`config.mk`:
```
export PLATFORM = sky130hd
export DESIGN_NAME = mbea_ctrl
export DESIGN_NICKNAME = d
export VERILOG_FILES = /design/src/design/mbea_pkg.sv /design/src/design/mbea_ctrl.sv
export SDC_FILE = /design/constraint.sdc
export NUM_CORES = 1
export LEC_CHECK = 0
export BUFFER_PORTS_ARGS = -buffer_cell sky130_fd_sc_hd__buf_2
export CAP_MARGIN = 25
export CELL_PAD_IN_SITES_DETAIL_PLACEMENT = 1
export CELL_PAD_IN_SITES_GLOBAL_PLACEMENT = 2
export CORE_ASPECT_RATIO = 0.6
export CORE_MARGIN = 2
export CORE_UTILIZATION = 28
export DETAILED_ROUTE_END_ITERATION = 6
export PLACE_DENSITY = 0.84
export REMOVE_ABC_BUFFERS = 1
export SLEW_MARGIN = 10
export SYNTH_ARGS = -nofsm -noshare
export SYNTH_HDL_FRONTEND = slang
export SYNTH_SLANG_ARGS = --single-unit
```
`constraint.sdc`:
```
create_clock -name clk -period 1.9 [get_ports clk]
set_input_delay 0.095 -clock clk [delete_from_list [all_inputs] [get_ports clk]]
set_output_delay 0.095 -clock clk [all_outputs]
set_load 0.01 [all_outputs]
```
`src/design/mbea_pkg.sv`:
```
// ----------------------------------------------------------------------------
// mbea_pkg
// Shared types, constants and the CORDIC angle table for the multibrot
// escape-angle block.
// ----------------------------------------------------------------------------
`default_nettype none

package mbea_pkg;

  localparam int FRAC              = 28;
  localparam int CORDIC_STEPS      = 28;
  localparam int ANGLE_BITS_DEFAULT = 16;

  localparam logic [3:0]  DEGREE_RESET      = 4'd3;
  localparam logic [8:0]  ESCAPE_NORM_RESET = 9'd100;
  localparam logic [15:0] MAX_ITER_RESET    = 16'd50;

  typedef logic signed [63:0] fix_t;

  typedef enum logic [1:0] {
    CFG_DEGREE      = 2'd0,
    CFG_ESCAPE_NORM = 2'd1,
    CFG_MAX_ITER    = 2'd2
  } cfg_index_t;

  typedef enum logic [1:0] {
    OPA_XRE,
    OPA_XIM,
    OPA_PRE,
    OPA_PIM
  } opa_sel_t;

  typedef enum logic [3:0] {
    ST_IDLE,
    ST_CHECK,
    ST_SQ_MUL,
    ST_SQ_FOLD,
    ST_SQ_ACC,
    ST_SQ_CMP,
    ST_PW_MUL,
    ST_PW_FOLD,
    ST_PW_ACC,
    ST_PW_UPD,
    ST_X_UPD,
    ST_CORDIC,
    ST_FINISH
  } state_t;

  typedef struct packed {
    logic       load;
    logic       mul;
    opa_sel_t   a_sel;
    logic       b_im;
    logic       fold;
    logic       acc;
    logic       acc_im;
    logic       acc_first;
    logic       acc_sub;
    logic       p_init;
    logic       p_upd;
    logic       x_upd;
    logic       cordic_init;
    logic       cordic_step;
    logic [4:0] cordic_k;
    logic       finish_esc;
    logic       finish_none;
  } dp_cmd_t;

  typedef struct packed {
    logic iter_done;
    logic oversize;
    logic below;
  } dp_status_t;

  // Arctangent of 2^-k in units of 2^-32 turn.
  function automatic logic [31:0] atan_turn(input logic [4:0] k);
    logic [31:0] v;
    case (k)
      5'd0:  v = 32'd536870912;
      5'd1:  v = 32'd316933406;
      5'd2:  v = 32'd167458907;
      5'd3:  v = 32'd85004756;
      5'd4:  v = 32'd42667331;
      5'd5:  v = 32'd21354465;
      5'd6:  v = 32'd10679838;
      5'd7:  v = 32'd5340245;
      5'd8:  v = 32'd2670163;
      5'd9:  v = 32'd1335087;
      5'd10: v = 32'd667544;
      5'd11: v = 32'd333772;
      5'd12: v = 32'd166886;
      5'd13: v = 32'd83443;
      5'd14: v = 32'd41722;
      5'd15: v = 32'd20861;
      5'd16: v = 32'd10430;
      5'd17: v = 32'd5215;
      5'd18: v = 32'd2608;
      5'd19: v = 32'd1304;
      5'd20: v = 32'd652;
      5'd21: v = 32'd326;
      5'd22: v = 32'd163;
      5'd23: v = 32'd81;
      5'd24: v = 32'd41;
      5'd25: v = 32'd20;
      5'd26: v = 32'd10;
      5'd27: v = 32'd5;
      default: v = 32'd0;
    endcase
    return v;
  endfunction

endpackage

`default_nettype wire

```
`src/design/mbea_ctrl.sv`:
```
// ----------------------------------------------------------------------------
// mbea_ctrl
// Sequencer: steps the datapath through the escape test, the complex power,
// the CORDIC and the final result.
// ----------------------------------------------------------------------------
`default_nettype none

module mbea_ctrl (
  input  wire logic                clk,
  input  wire logic                rst,
  input  wire logic                start,
  input  wire logic [3:0]          degree_eff,
  input  wire mbea_pkg::dp_status_t status,
  output mbea_pkg::dp_cmd_t        cmd,
  output logic                     busy
);
  import mbea_pkg::*;

  state_t     state, state_next;
  logic [1:0] pidx, pidx_next;
  logic [2:0] j, j_next;
  logic [4:0] k, k_next;

  always_ff @(posedge clk) begin
    if (rst) begin
      state <= ST_IDLE;
      pidx  <= '0;
      j     <= '0;
      k     <= '0;
    end else begin
      state <= state_next;
      pidx  <= pidx_next;
      j     <= j_next;
      k     <= k_next;
    end
  end

  always_comb begin
    state_next   = state;
    pidx_next    = pidx;
    j_next       = j;
    k_next       = k;
    cmd          = '0;
    cmd.a_sel    = OPA_XRE;
    cmd.cordic_k = k;
    busy         = 1'b1;
    unique case (state)
      ST_IDLE: begin
        busy = 1'b0;
        if (start) begin
          cmd.load   = 1'b1;
          state_next = ST_CHECK;
        end
      end
      ST_CHECK: begin
        if (status.iter_done) begin
          cmd.finish_none = 1'b1;
          state_next      = ST_IDLE;
        end else if (status.oversize) begin
          cmd.cordic_init = 1'b1;
          k_next          = '0;
          state_next      = ST_CORDIC;
        end else begin
          pidx_next  = '0;
          state_next = ST_SQ_MUL;
        end
      end
      ST_SQ_MUL: begin
        cmd.mul    = 1'b1;
        cmd.a_sel  = pidx[0] ? OPA_XIM : OPA_XRE;
        cmd.b_im   = pidx[0];
        state_next = ST_SQ_FOLD;
      end
      ST_SQ_FOLD: begin
        cmd.fold   = 1'b1;
        state_next = ST_SQ_ACC;
      end
      ST_SQ_ACC: begin
        cmd.acc       = 1'b1;
        cmd.acc_first = !pidx[0];
        if (pidx[0]) begin
          state_next = ST_SQ_CMP;
        end else begin
          pidx_next  = pidx + 2'd1;
          state_next = ST_SQ_MUL;
        end
      end
      ST_SQ_CMP: begin
        if (!status.below) begin
          cmd.cordic_init = 1'b1;
          k_next          = '0;
          state_next      = ST_CORDIC;
        end else begin
          cmd.p_init = 1'b1;
          j_next     = 3'd1;
          pidx_next  = '0;
          state_next = (degree_eff == 4'd1) ? ST_X_UPD : ST_PW_MUL;
        end
      end
      ST_PW_MUL: begin
        cmd.mul    = 1'b1;
        cmd.a_sel  = pidx[0] ? OPA_PIM : OPA_PRE;
        cmd.b_im   = pidx[0] ^ pidx[1];
        state_next = ST_PW_FOLD;
      end
      ST_PW_FOLD: begin
        cmd.fold   = 1'b1;
        state_next = ST_PW_ACC;
      end
      ST_PW_ACC: begin
        cmd.acc       = 1'b1;
        cmd.acc_im    = pidx[1];
        cmd.acc_first = !pidx[0];
        cmd.acc_sub   = (pidx == 2'd1);
        pidx_next     = pidx + 2'd1;
        state_next    = (pidx == 2'd3) ? ST_PW_UPD : ST_PW_MUL;
      end
      ST_PW_UPD: begin
        cmd.p_upd = 1'b1;
        pidx_next = '0;
        if (({1'b0, j} + 4'd1) == degree_eff) begin
          state_next = ST_X_UPD;
        end else begin
          j_next     = j + 3'd1;
          state_next = ST_PW_MUL;
        end
      end
      ST_X_UPD: begin
        cmd.x_upd  = 1'b1;
        state_next = ST_CHECK;
      end
      ST_CORDIC: begin
        cmd.cordic_step = 1'b1;
        if (k == 5'(CORDIC_STEPS - 1)) begin
          state_next = ST_FINISH;
        end else begin
          k_next = k + 5'd1;
        end
      end
      ST_FINISH: begin
        cmd.finish_esc = 1'b1;
        state_next     = ST_IDLE;
      end
      default: begin
        state_next = ST_IDLE;
      end
    endcase
  end

endmodule

`default_nettype wire

```
Word-level counts from Yosys, hierarchy flattened
Cells that the tools add are included.
Storage, ports and cells
  register bits: 14
  output and inout port bits: 23
  word-level logic and storage cells: 95
Operators by class
  $add $sub $neg: 4
  equal/unequal tests: 27
  multiplexer cells: 46
  bitwise operators: 1
  reduce and logical (&&, ||, !) cells: 12
Operators with widths (count)
  $pmux 4 s12: 1
  $mux 4: 8
  $mux 1: 21
  $eq 4x4->1 const B: 5
  $mux 5: 4
  $ne 2x2->1 const B: 10
  $eq 4x3->1 const B: 4
  $pmux 5 s3: 1
  $pmux 2 s5: 1
  $reduce_and 5->1: 2
  $mux 3: 3
  $eq 4x1->1 const B: 2
  $eq 4x2->1 const B: 2
  $mux 2: 4
  $pmux 4 s2: 1
  $pmux 3 s2: 1
  $add 5x1->5 const B: 1
  $eq 5x5->1 const B: 1
  $reduce_bool 5->1: 1
  $add 3x1->4 const B: 1
  $eq 4x4->1: 1
  $logic_not 4->1: 1
  $reduce_and 4->1: 1
  $reduce_or 2->1: 2
  other kinds (11): 11

Longest topological paths before layout
Gate-level depths: netlist of run 1.
  depth in word-level cells: 4
  mapped depth: 6
  depth with buffers taken out: 6

Least setup slack after synthesis of run 1
OpenSTA, ideal clock, no wires.
  path kind: reg-to-reg
  start: reg j[0]
  end: reg j[2]
  library setup time: 0.132 ns
  arrival: 1.533 ns
  setup slack: 0.236 ns
  stages on the path, launching flop included: 7
  path through: dfxtp_1 ha_1 xor3_1 a211o_1 o21ai_2 a21o_1 a21oi_1
Between the ends
  longest elaborated chain between the ends: 4
Ends and longest elaborated chain
  start: declaration: RTL line mbea_ctrl.sv:21  | logic [2:0] j, j_next;
  start signal: assignment: RTL line mbea_ctrl.sv:33  | j <= j_next;
  $add 3x1->4: RTL line mbea_ctrl.sv:121  | if (({1'b0, j} + 4'd1) == degree_eff) begin
  $eq 4x4->1: RTL line mbea_ctrl.sv:121
  $ne 2x2->1 (no source line)
  $reduce_and 3->1 (no source line)
Parallel ways exist; a longest one is shown, timed or not. The select of a mux whose other input is x is not followed.
A chain may end at the register's enable or synchronous reset.

Worst setup path after layout of run 1
  start: reg j[0]
  end: reg j[1]
The elaborated chain is that of the path after synthesis.

==> results of run 1 <==
## where the power goes
part,leakage (µW),switching [µW],internal (µW)
clock network,0.0000288,123,184
registers,0.000115,115,339
logic,0.000469,422,291
## cell usage in the layout (no fill, tap or decap), types with 2 or more instances in the layout
cell type                  instances
sky130_fd_sc_hd__buf_2            32
sky130_fd_sc_hd__nor2_1           20
sky130_fd_sc_hd__a21oi_1          11
sky130_fd_sc_hd__dfxtp_1          11
sky130_fd_sc_hd__nand2_1           8
sky130_fd_sc_hd__buf_4             8
sky130_fd_sc_hd__nand2b_1          7
sky130_fd_sc_hd__and3_1            6
sky130_fd_sc_hd__nor2b_1           5
sky130_fd_sc_hd__inv_1             4
sky130_fd_sc_hd__nand3_1           4
sky130_fd_sc_hd__o21ai_1           4
sky130_fd_sc_hd__xnor2_1           4
sky130_fd_sc_hd__ha_1              4
sky130_fd_sc_hd__clkbuf_8          4
sky130_fd_sc_hd__nor3_1            3
sky130_fd_sc_hd__inv_2             2
sky130_fd_sc_hd__a21o_1            2
sky130_fd_sc_hd__nand3b_1          2
sky130_fd_sc_hd__nand4b_1          2
sky130_fd_sc_hd__nand4_1           2
sky130_fd_sc_hd__o311ai_1          2
sky130_fd_sc_hd__o22ai_1           2
sky130_fd_sc_hd__a211oi_1          2
sky130_fd_sc_hd__a22oi_1           2
sky130_fd_sc_hd__dfxtp_2           2
## worst paths after layout
kind | startpoint | end | depth (start not counted)
setup / recovery | j[0]$_SDFFE_PP0P_ | j[1]$_SDFFE_PP0P_ | 6
hold / removal | rst | pidx[0]$_SDFFE_PP0P_ | 2
setup reg to reg | j[0]$_SDFFE_PP0P_ | j[1]$_SDFFE_PP0P_ | 6
hold reg to reg | j[0]$_SDFFE_PP0P_ | j[0]$_SDFFE_PP0P_ | 1
## routing by layer
metal | up-vias | track usage, % | wire, µm
met4 | 0 | 5.026 | 45
met3 | 5 | 2.992 | 181
li1 | 601 | - | -
met1 | 590 | 25.71 | 1935
met2 | 50 | 29.40 | 1872
met5 | - | 0 | 0
## cells by family (layout without fill, tap and decap cells)
logic type | Yosys count | after routing
flops | 14 | 14
simple gates | 65 | 65
fa+ha+maj | 5 | 5
xor+xnor | 6 | 6
compound gates | 41 | 41
buf+inv | 12 | 50
mux | 1 | 1
## Yosys cell counts, types with 2 or more instances
cell / count
sky130_fd_sc_hd__inv_1: 4
sky130_fd_sc_hd__nor2b_1: 6
sky130_fd_sc_hd__a21o_1: 2
sky130_fd_sc_hd__a22oi_1: 2
sky130_fd_sc_hd__clkbuf_1: 5
sky130_fd_sc_hd__nand4b_1: 2
sky130_fd_sc_hd__o311ai_1: 2
sky130_fd_sc_hd__a211oi_1: 2
sky130_fd_sc_hd__o22ai_1: 2
sky130_fd_sc_hd__nand2b_1: 7
sky130_fd_sc_hd__nand2_1: 8
sky130_fd_sc_hd__nor3_1: 3
sky130_fd_sc_hd__inv_2: 2
sky130_fd_sc_hd__dfxtp_1: 14
sky130_fd_sc_hd__nand4_1: 2
sky130_fd_sc_hd__xnor2_1: 4
sky130_fd_sc_hd__a21oi_1: 11
sky130_fd_sc_hd__nand3b_1: 2
sky130_fd_sc_hd__nand3_1: 4
sky130_fd_sc_hd__ha_1: 5
sky130_fd_sc_hd__and3_1: 6
sky130_fd_sc_hd__nor2_1: 20
sky130_fd_sc_hd__o21ai_1: 4
## cell type report
| cell class | count | area [µm²] | area share, % |
|---|---|---|---|
| clock buffer | 4 | 55.05 | 3.863 |
| inverter | 6 | 22.52 | 1.580 |
| multi-input combinational | 118 | 782.0 | 54.87 |
| sequential | 14 | 286.5 | 20.11 |
| tap | 47 | 58.81 | 4.126 |
| timing repair buffer | 40 | 220.2 | 15.45 |
## state kept, by name, indices dropped and copies added (netlist names)
name	flops
pidx	2
j	3
state	4
k	5
## stage by stage
step           setup WS, ns  total power (µW)  TNS [ns]
3_5_place_dp       0.002525              1125         0
6_report            0.05476              1473         0
4_1_cts             0.03109              1444         0
3_3_place_gp         0.1617              1116         0
2_1_floorplan        0.2497             834.4         0
5_1_grt            -0.02878              1572  -0.03651
## what timing repair did
item	in CTS	in global routing
setup endpoints to repair	2	6
resized for setup	2	6
hold endpoints to repair	0	0
cloned	0	0
==> summary.md, run 1 <==
## Clocking
* maximum level of the CTS H-tree: 1
* clock tree from TritonCTS: yes
* number of buffers inserted during clock tree synthesis: 3
* Worst-Skew Late Latency: 0.25 ns
* CTS sink count: 14
* Max clock buf depth: 2
* number of hold-repair buffers added at the cts stage: 0
* Post-CTS Setup Inserts: 0
* Worst-path clk slew: 0.06 ns
* Clk Tree Root Cell: sky130_fd_sc_hd__clkbuf_8

## Critical path
* CP Launch Type: register
* Critical Setup Path Class: register to register
* slowest CP cell: sky130_fd_sc_hd__dfxtp_2
* Largest delay share family, worst path: compound AO/OA/AOI/OAI gates
* Setup crit end kind: register
* delay of the slowest critical-path stage: 0.39 ns
* data required time of the worst path: 2.06 ns
* crit path cell chain: ha_2, xor3_1, a211o_1, nor3_4, o21ai_1, a21oi_1
* Crit path arrival time: 2.01 ns
* buffers plus inverters on the worst setup path: 0
* worst setup slack for register-to-register paths: 0.05 ns
* largest fanout on the critical path: 6

## STA
* final worst hold slack: 0.1642 ns
* Slew @ Worst Pin: 0.5965 ns
* number of hold violations in the final report: 0
* fin crit share: 97.12%
* final clock skew: 0.001829 ns
* highest clock frequency the design can meet: 541.9 MHz
* total count of max-transition violations in the final report: 0
* number of endpoints failing setup at the final stage: 0
* Min Clock Period, post-route: 1.845 ns
* Slew headroom: 60.18%

## Layout
* count of filler cells inserted in the layout: 483
* proportion of layout cells with a drive suffix above 1: 29.67%
* final design utilization: 38.51%
* number of diodes added for antenna fixing: 0
* Layout Area Growth over Synthesis: 30.02%
* Cell Count, Final, Fillers Out: 229
* net total in the final layout: 198
* Layout Cell Area excl Fill: 1425 µm²

## Yosys
* Post-Synth XOR/XNOR Area: 6.164%
* number of distinct library cell variants in the gate-level netlist after synthesis: 48
* compound-gate portion of the synthesized area: 25.46%
* cell area after technology mapping: 1096 µm²
* asr flop ratio synth: 0%
* register bit total from synthesis: 14
* number of warnings reported in the yosys synthesis log: 0
* cell type with the largest total area after synthesis: sky130_fd_sc_hd__dfxtp_1
* adder-cell share of the synthesized area: 5.708%
* top_reg_cell synth: sky130_fd_sc_hd__dfxtp_1
* main combinational cell family by area after synthesis: simple AND/OR/NAND/NOR gates
* share of synthesized area occupied by flip-flops and latches: 25.57%
* cell types occupying the most area after synthesis: sky130_fd_sc_hd__dfxtp_1 (26%), sky130_fd_sc_hd__nor2_1 (6.8%), sky130_fd_sc_hd__ha_1 (5.7%), sky130_fd_sc_hd__a21oi_1 (5.0%), sky130_fd_sc_hd__nand2b_1 (4.0%)
* syn avg cell area: 7.611 µm²
* cells after synthesis: 144
* synthesized-area fraction occupied by and/or/nand/nor cells: 31.96%
* number of enable flip-flop cells after synthesis: 0
* mux cell area share after synthesis: 0.9132%
* portion of synthesized cell area occupied by the leading cell type: 25.57%

## Routing
* final wirelength: 4034 µm
* Vias: 1,246
* mean routed wirelength per cell: 17.62 µm
* DRT Pass-1 Iters: 4
* DR vias/cell: 5.441
* ANT nets after route: 0
* Iter 0 DRT Violations: 146
* post-route DRC violation count: 0

## Placement
* RePlAce Congestion: 0.8364
* Placement Cell Area: 1351 µm²
* HPWL Detailed: 2925 µm
* Cells after DPL: 225
* port buffer count: 32

## Global route
* initial antenna violation count: 0
* vias in the first global route: 1,195
* final global-route overflow total: 0
* global-route wire length before repair: 6272 µm
* GRT Util Overall: 18.36%
* pin count of the biggest net entering global routing: 17

## Run
* max-capacitance violation count: 0

## Die
* effective utilization at floorplan: 29.61%
* num ports: 33
* core region area: 3701 µm²
* die outline width: 84.77 µm
* number of core rows: 17
* Die Y: 52.47 µm
* Die Outline Area: 4447 µm²

## Outcome
* status: completed

## Pwr
* worst voltage drop across the vdd grid: 0.3621 mV
* cell area power density: 1034 nW/µm²
* static power due to leakage: 0.0006132 µW

## Hold path
* Hold Path Class: input pin to register

Power figures use the tool's default switching activity.
==> run 2: changes to the inputs <==
--- a/config.mk
+++ b/config.mk
@@ -10,7 +10,6 @@
 export CELL_PAD_IN_SITES_DETAIL_PLACEMENT = 1
 export CELL_PAD_IN_SITES_GLOBAL_PLACEMENT = 2
 export CORE_ASPECT_RATIO = 0.6
-export CORE_MARGIN = 2
 export CORE_UTILIZATION = 28
 export DETAILED_ROUTE_END_ITERATION = 6
 export PLACE_DENSITY = 0.84
==> summary.md, run 2 (synthesis results as in run 1) <==
## STA
* highest clock frequency the design can meet: 550.8 MHz, +1.6%
* number of endpoints failing setup at the final stage: 0, unchanged
* Min Clock Period, post-route: 1.816 ns, -0.02960 ns
* number of hold violations in the final report: 0, unchanged
* final worst hold slack: 0.1623 ns, -0.001885 ns
* worst path setup slack after routing: 0.08435 ns, +0.02960 ns
* total count of max-transition violations in the final report: 0, unchanged
* fin crit share: 95.56%, -1.6 points
* Slew headroom: 65.83%, +5.7 points
* final clock skew: 0.003218 ns, +0.001389 ns
* Slew @ Worst Pin: 0.5054 ns, -0.09107 ns

## Critical path
* Critical Setup Path Class: register to register
* delay of the slowest critical-path stage: 0.40 ns, about the same
* number of cells on the worst reg-to-reg path: 6, unchanged
* CP Launch Type: register
* buffers plus inverters on the worst setup path: 0, unchanged
* data required time of the worst path: 2.08 ns, +0.02 ns
* Crit path arrival time: 2.00 ns, about the same
* crit path cell chain: ha_2, xor3_1, a211o_1, nor3_4, o21ai_1, a21oi_1
* slowest CP cell: sky130_fd_sc_hd__dfxtp_1
* count of cell instances traversed by the critical path: 6, unchanged
* Largest delay share family, worst path: compound AO/OA/AOI/OAI gates
* Setup crit end kind: register
* worst setup slack for register-to-register paths: 0.08 ns, +0.03 ns
* largest fanout on the critical path: 4, -2

## Global route
* pin count of the biggest net entering global routing: 17, unchanged
* GRT Util Overall: 19.16%, +0.80 points
* global-route wire length before repair: 5954 µm, -5.1%
* final global-route overflow total: 0, unchanged
* initial antenna violation count: 0, unchanged
* vias in the first global route: 1,175, -1.7%

## Routing
* DRT Pass-1 Iters: 4, unchanged
* final wirelength: 3849 µm, -4.6%
* Vias: 1,225, -1.7%
* post-route DRC violation count: 0, unchanged
* ANT nets after route: 0, unchanged
* DR vias/cell: 5.303, -2.5%
* mean routed wirelength per cell: 16.66 µm, -5.4%
* Iter 0 DRT Violations: 61, -58%

## Die
* Die Outline Area: 4177 µm², -6.1%
* core region area: 3701 µm², unchanged
* Die Y: 50.47 µm, -3.8%
* number of core rows: 17, unchanged
* effective utilization at floorplan: 29.61%, unchanged
* die outline width: 82.77 µm, -2.4%
* num ports: 33, unchanged

## Layout
* Layout Area Growth over Synthesis: 31.05%
* Reg with most FFs: k
* net total in the final layout: 200, +1.0%
* commonest cells after routing, fill and taps aside: sky130_fd_sc_hd__buf_2 (32), sky130_fd_sc_hd__nor2_1 (19), sky130_fd_sc_hd__a21oi_1 (11), sky130_fd_sc_hd__dfxtp_1 (11), sky130_fd_sc_hd__buf_4 (10)
* number of diodes added for antenna fixing: 0, unchanged
* commonest non-fill, non-tap cell in the layout: sky130_fd_sc_hd__buf_2
* Cell Count, Final, Fillers Out: 231, +0.87%
* proportion of layout cells with a drive suffix above 1: 30.43%, +0.76 points
* leading registers by flop count: k x5, state x4, j x3
* number of flip-flops under the largest register name: 5, unchanged

## Clocking
* clock tree from TritonCTS: yes
* CTS sink count: 14, unchanged
* number of buffers inserted during clock tree synthesis: 3, unchanged
* Max clock buf depth: 2, unchanged
* number of hold-repair buffers added at the cts stage: 0, unchanged
* maximum level of the CTS H-tree: 1, unchanged
* Worst-path clk slew: 0.07 ns, about the same
* Worst-Skew Late Latency: 0.25 ns, about the same
* Clk Tree Root Cell: sky130_fd_sc_hd__clkbuf_8

## Placement
* RePlAce Congestion: 0.8164, -2.4%
* Cells after DPL: 226, +0.44%
* worst slack, placed: 0.03635 ns, +0.03383 ns
* port buffer count: 32, unchanged
* HPWL Detailed: 2926 µm, about the same

## Hold path
* Hold Path Class: input pin to register
* worst hold path depth: 2, unchanged

## Outcome
* status: completed

## Pwr
* cell area power density: 1031 nW/µm², -0.24%
* static power due to leakage: 0.0006234 µW, +1.7%
* Power Total: 1482 µW, +0.55%
* worst voltage drop across the vdd grid: 0.3918 mV, +8.2%

## Run
* max-capacitance violation count: 0, unchanged

[run 2: cell count changes in the layout (fill, tap and decap cells not counted), sizes merged]
cell,before,now
buf,40,42
[run 2: worst paths after layout]
path | start | end
setup reg to reg | j[1]$_SDFFE_PP0P_ | j[2]$_SDFFE_PP0P_
hold / removal | rst | pidx[1]$_SDFFE_PP0P_
hold reg to reg | j[0]$_SDFFE_PP0P_ | j[0]$_SDFFE_PP0P_
setup / recovery | j[1]$_SDFFE_PP0P_ | j[2]$_SDFFE_PP0P_
[run 2: repair_timing]
action / in CTS / in global routing
endpoints found under the setup margin: 0 / 13
resized for setup: 0 / 6
buffers inserted: 0 / 1
[run 2: report_power, final]
group,switching (µW),internal [µW],total [µW]
clock,125,184,309
combinational,424,302,726
sequential,108,339,447
total,656,825,1480
[run 2: worst register-to-register path: stages, from the launching register on]
cell and delay (ns):
sky130_fd_sc_hd__dfxtp_1 0.40, sky130_fd_sc_hd__ha_2 0.25, sky130_fd_sc_hd__xor3_1 0.32, sky130_fd_sc_hd__a211o_1 0.36, sky130_fd_sc_hd__nor3_4 0.18, sky130_fd_sc_hd__o21ai_1 0.08
sky130_fd_sc_hd__a21oi_1 0.17
[run 2: cell type report]
type                            instances  area (µm²)
Clock buffer                            4       55.05
Fill cell                             476        2265
Inverter                                6       22.52
Multi-Input combinational cell        118       780.7
Sequential cell                        14       284.0
Tap cell                               47       58.81
Timing Repair Buffer                   42       235.2
[run 2: metal layers]
layer  vias to the layer above  GRT usage, %  routed length (µm)
met5                         -             0                   0
met4                         0         3.161                  14
met3                         2         4.000                 197
met2                        33         29.10                1696
met1                       587         27.91                1940
li1                        603             -                   -
[run 2: metrics by stage]
step	TNS, ns	util [%]	area, µm²
floorplan	0	-	1072
global placement	0	36.71	1359
detailed placement	0	36.71	1359
CTS	0	38.20	1414
global route	-0.01045	38.81	1436
finish	0	38.81	1436
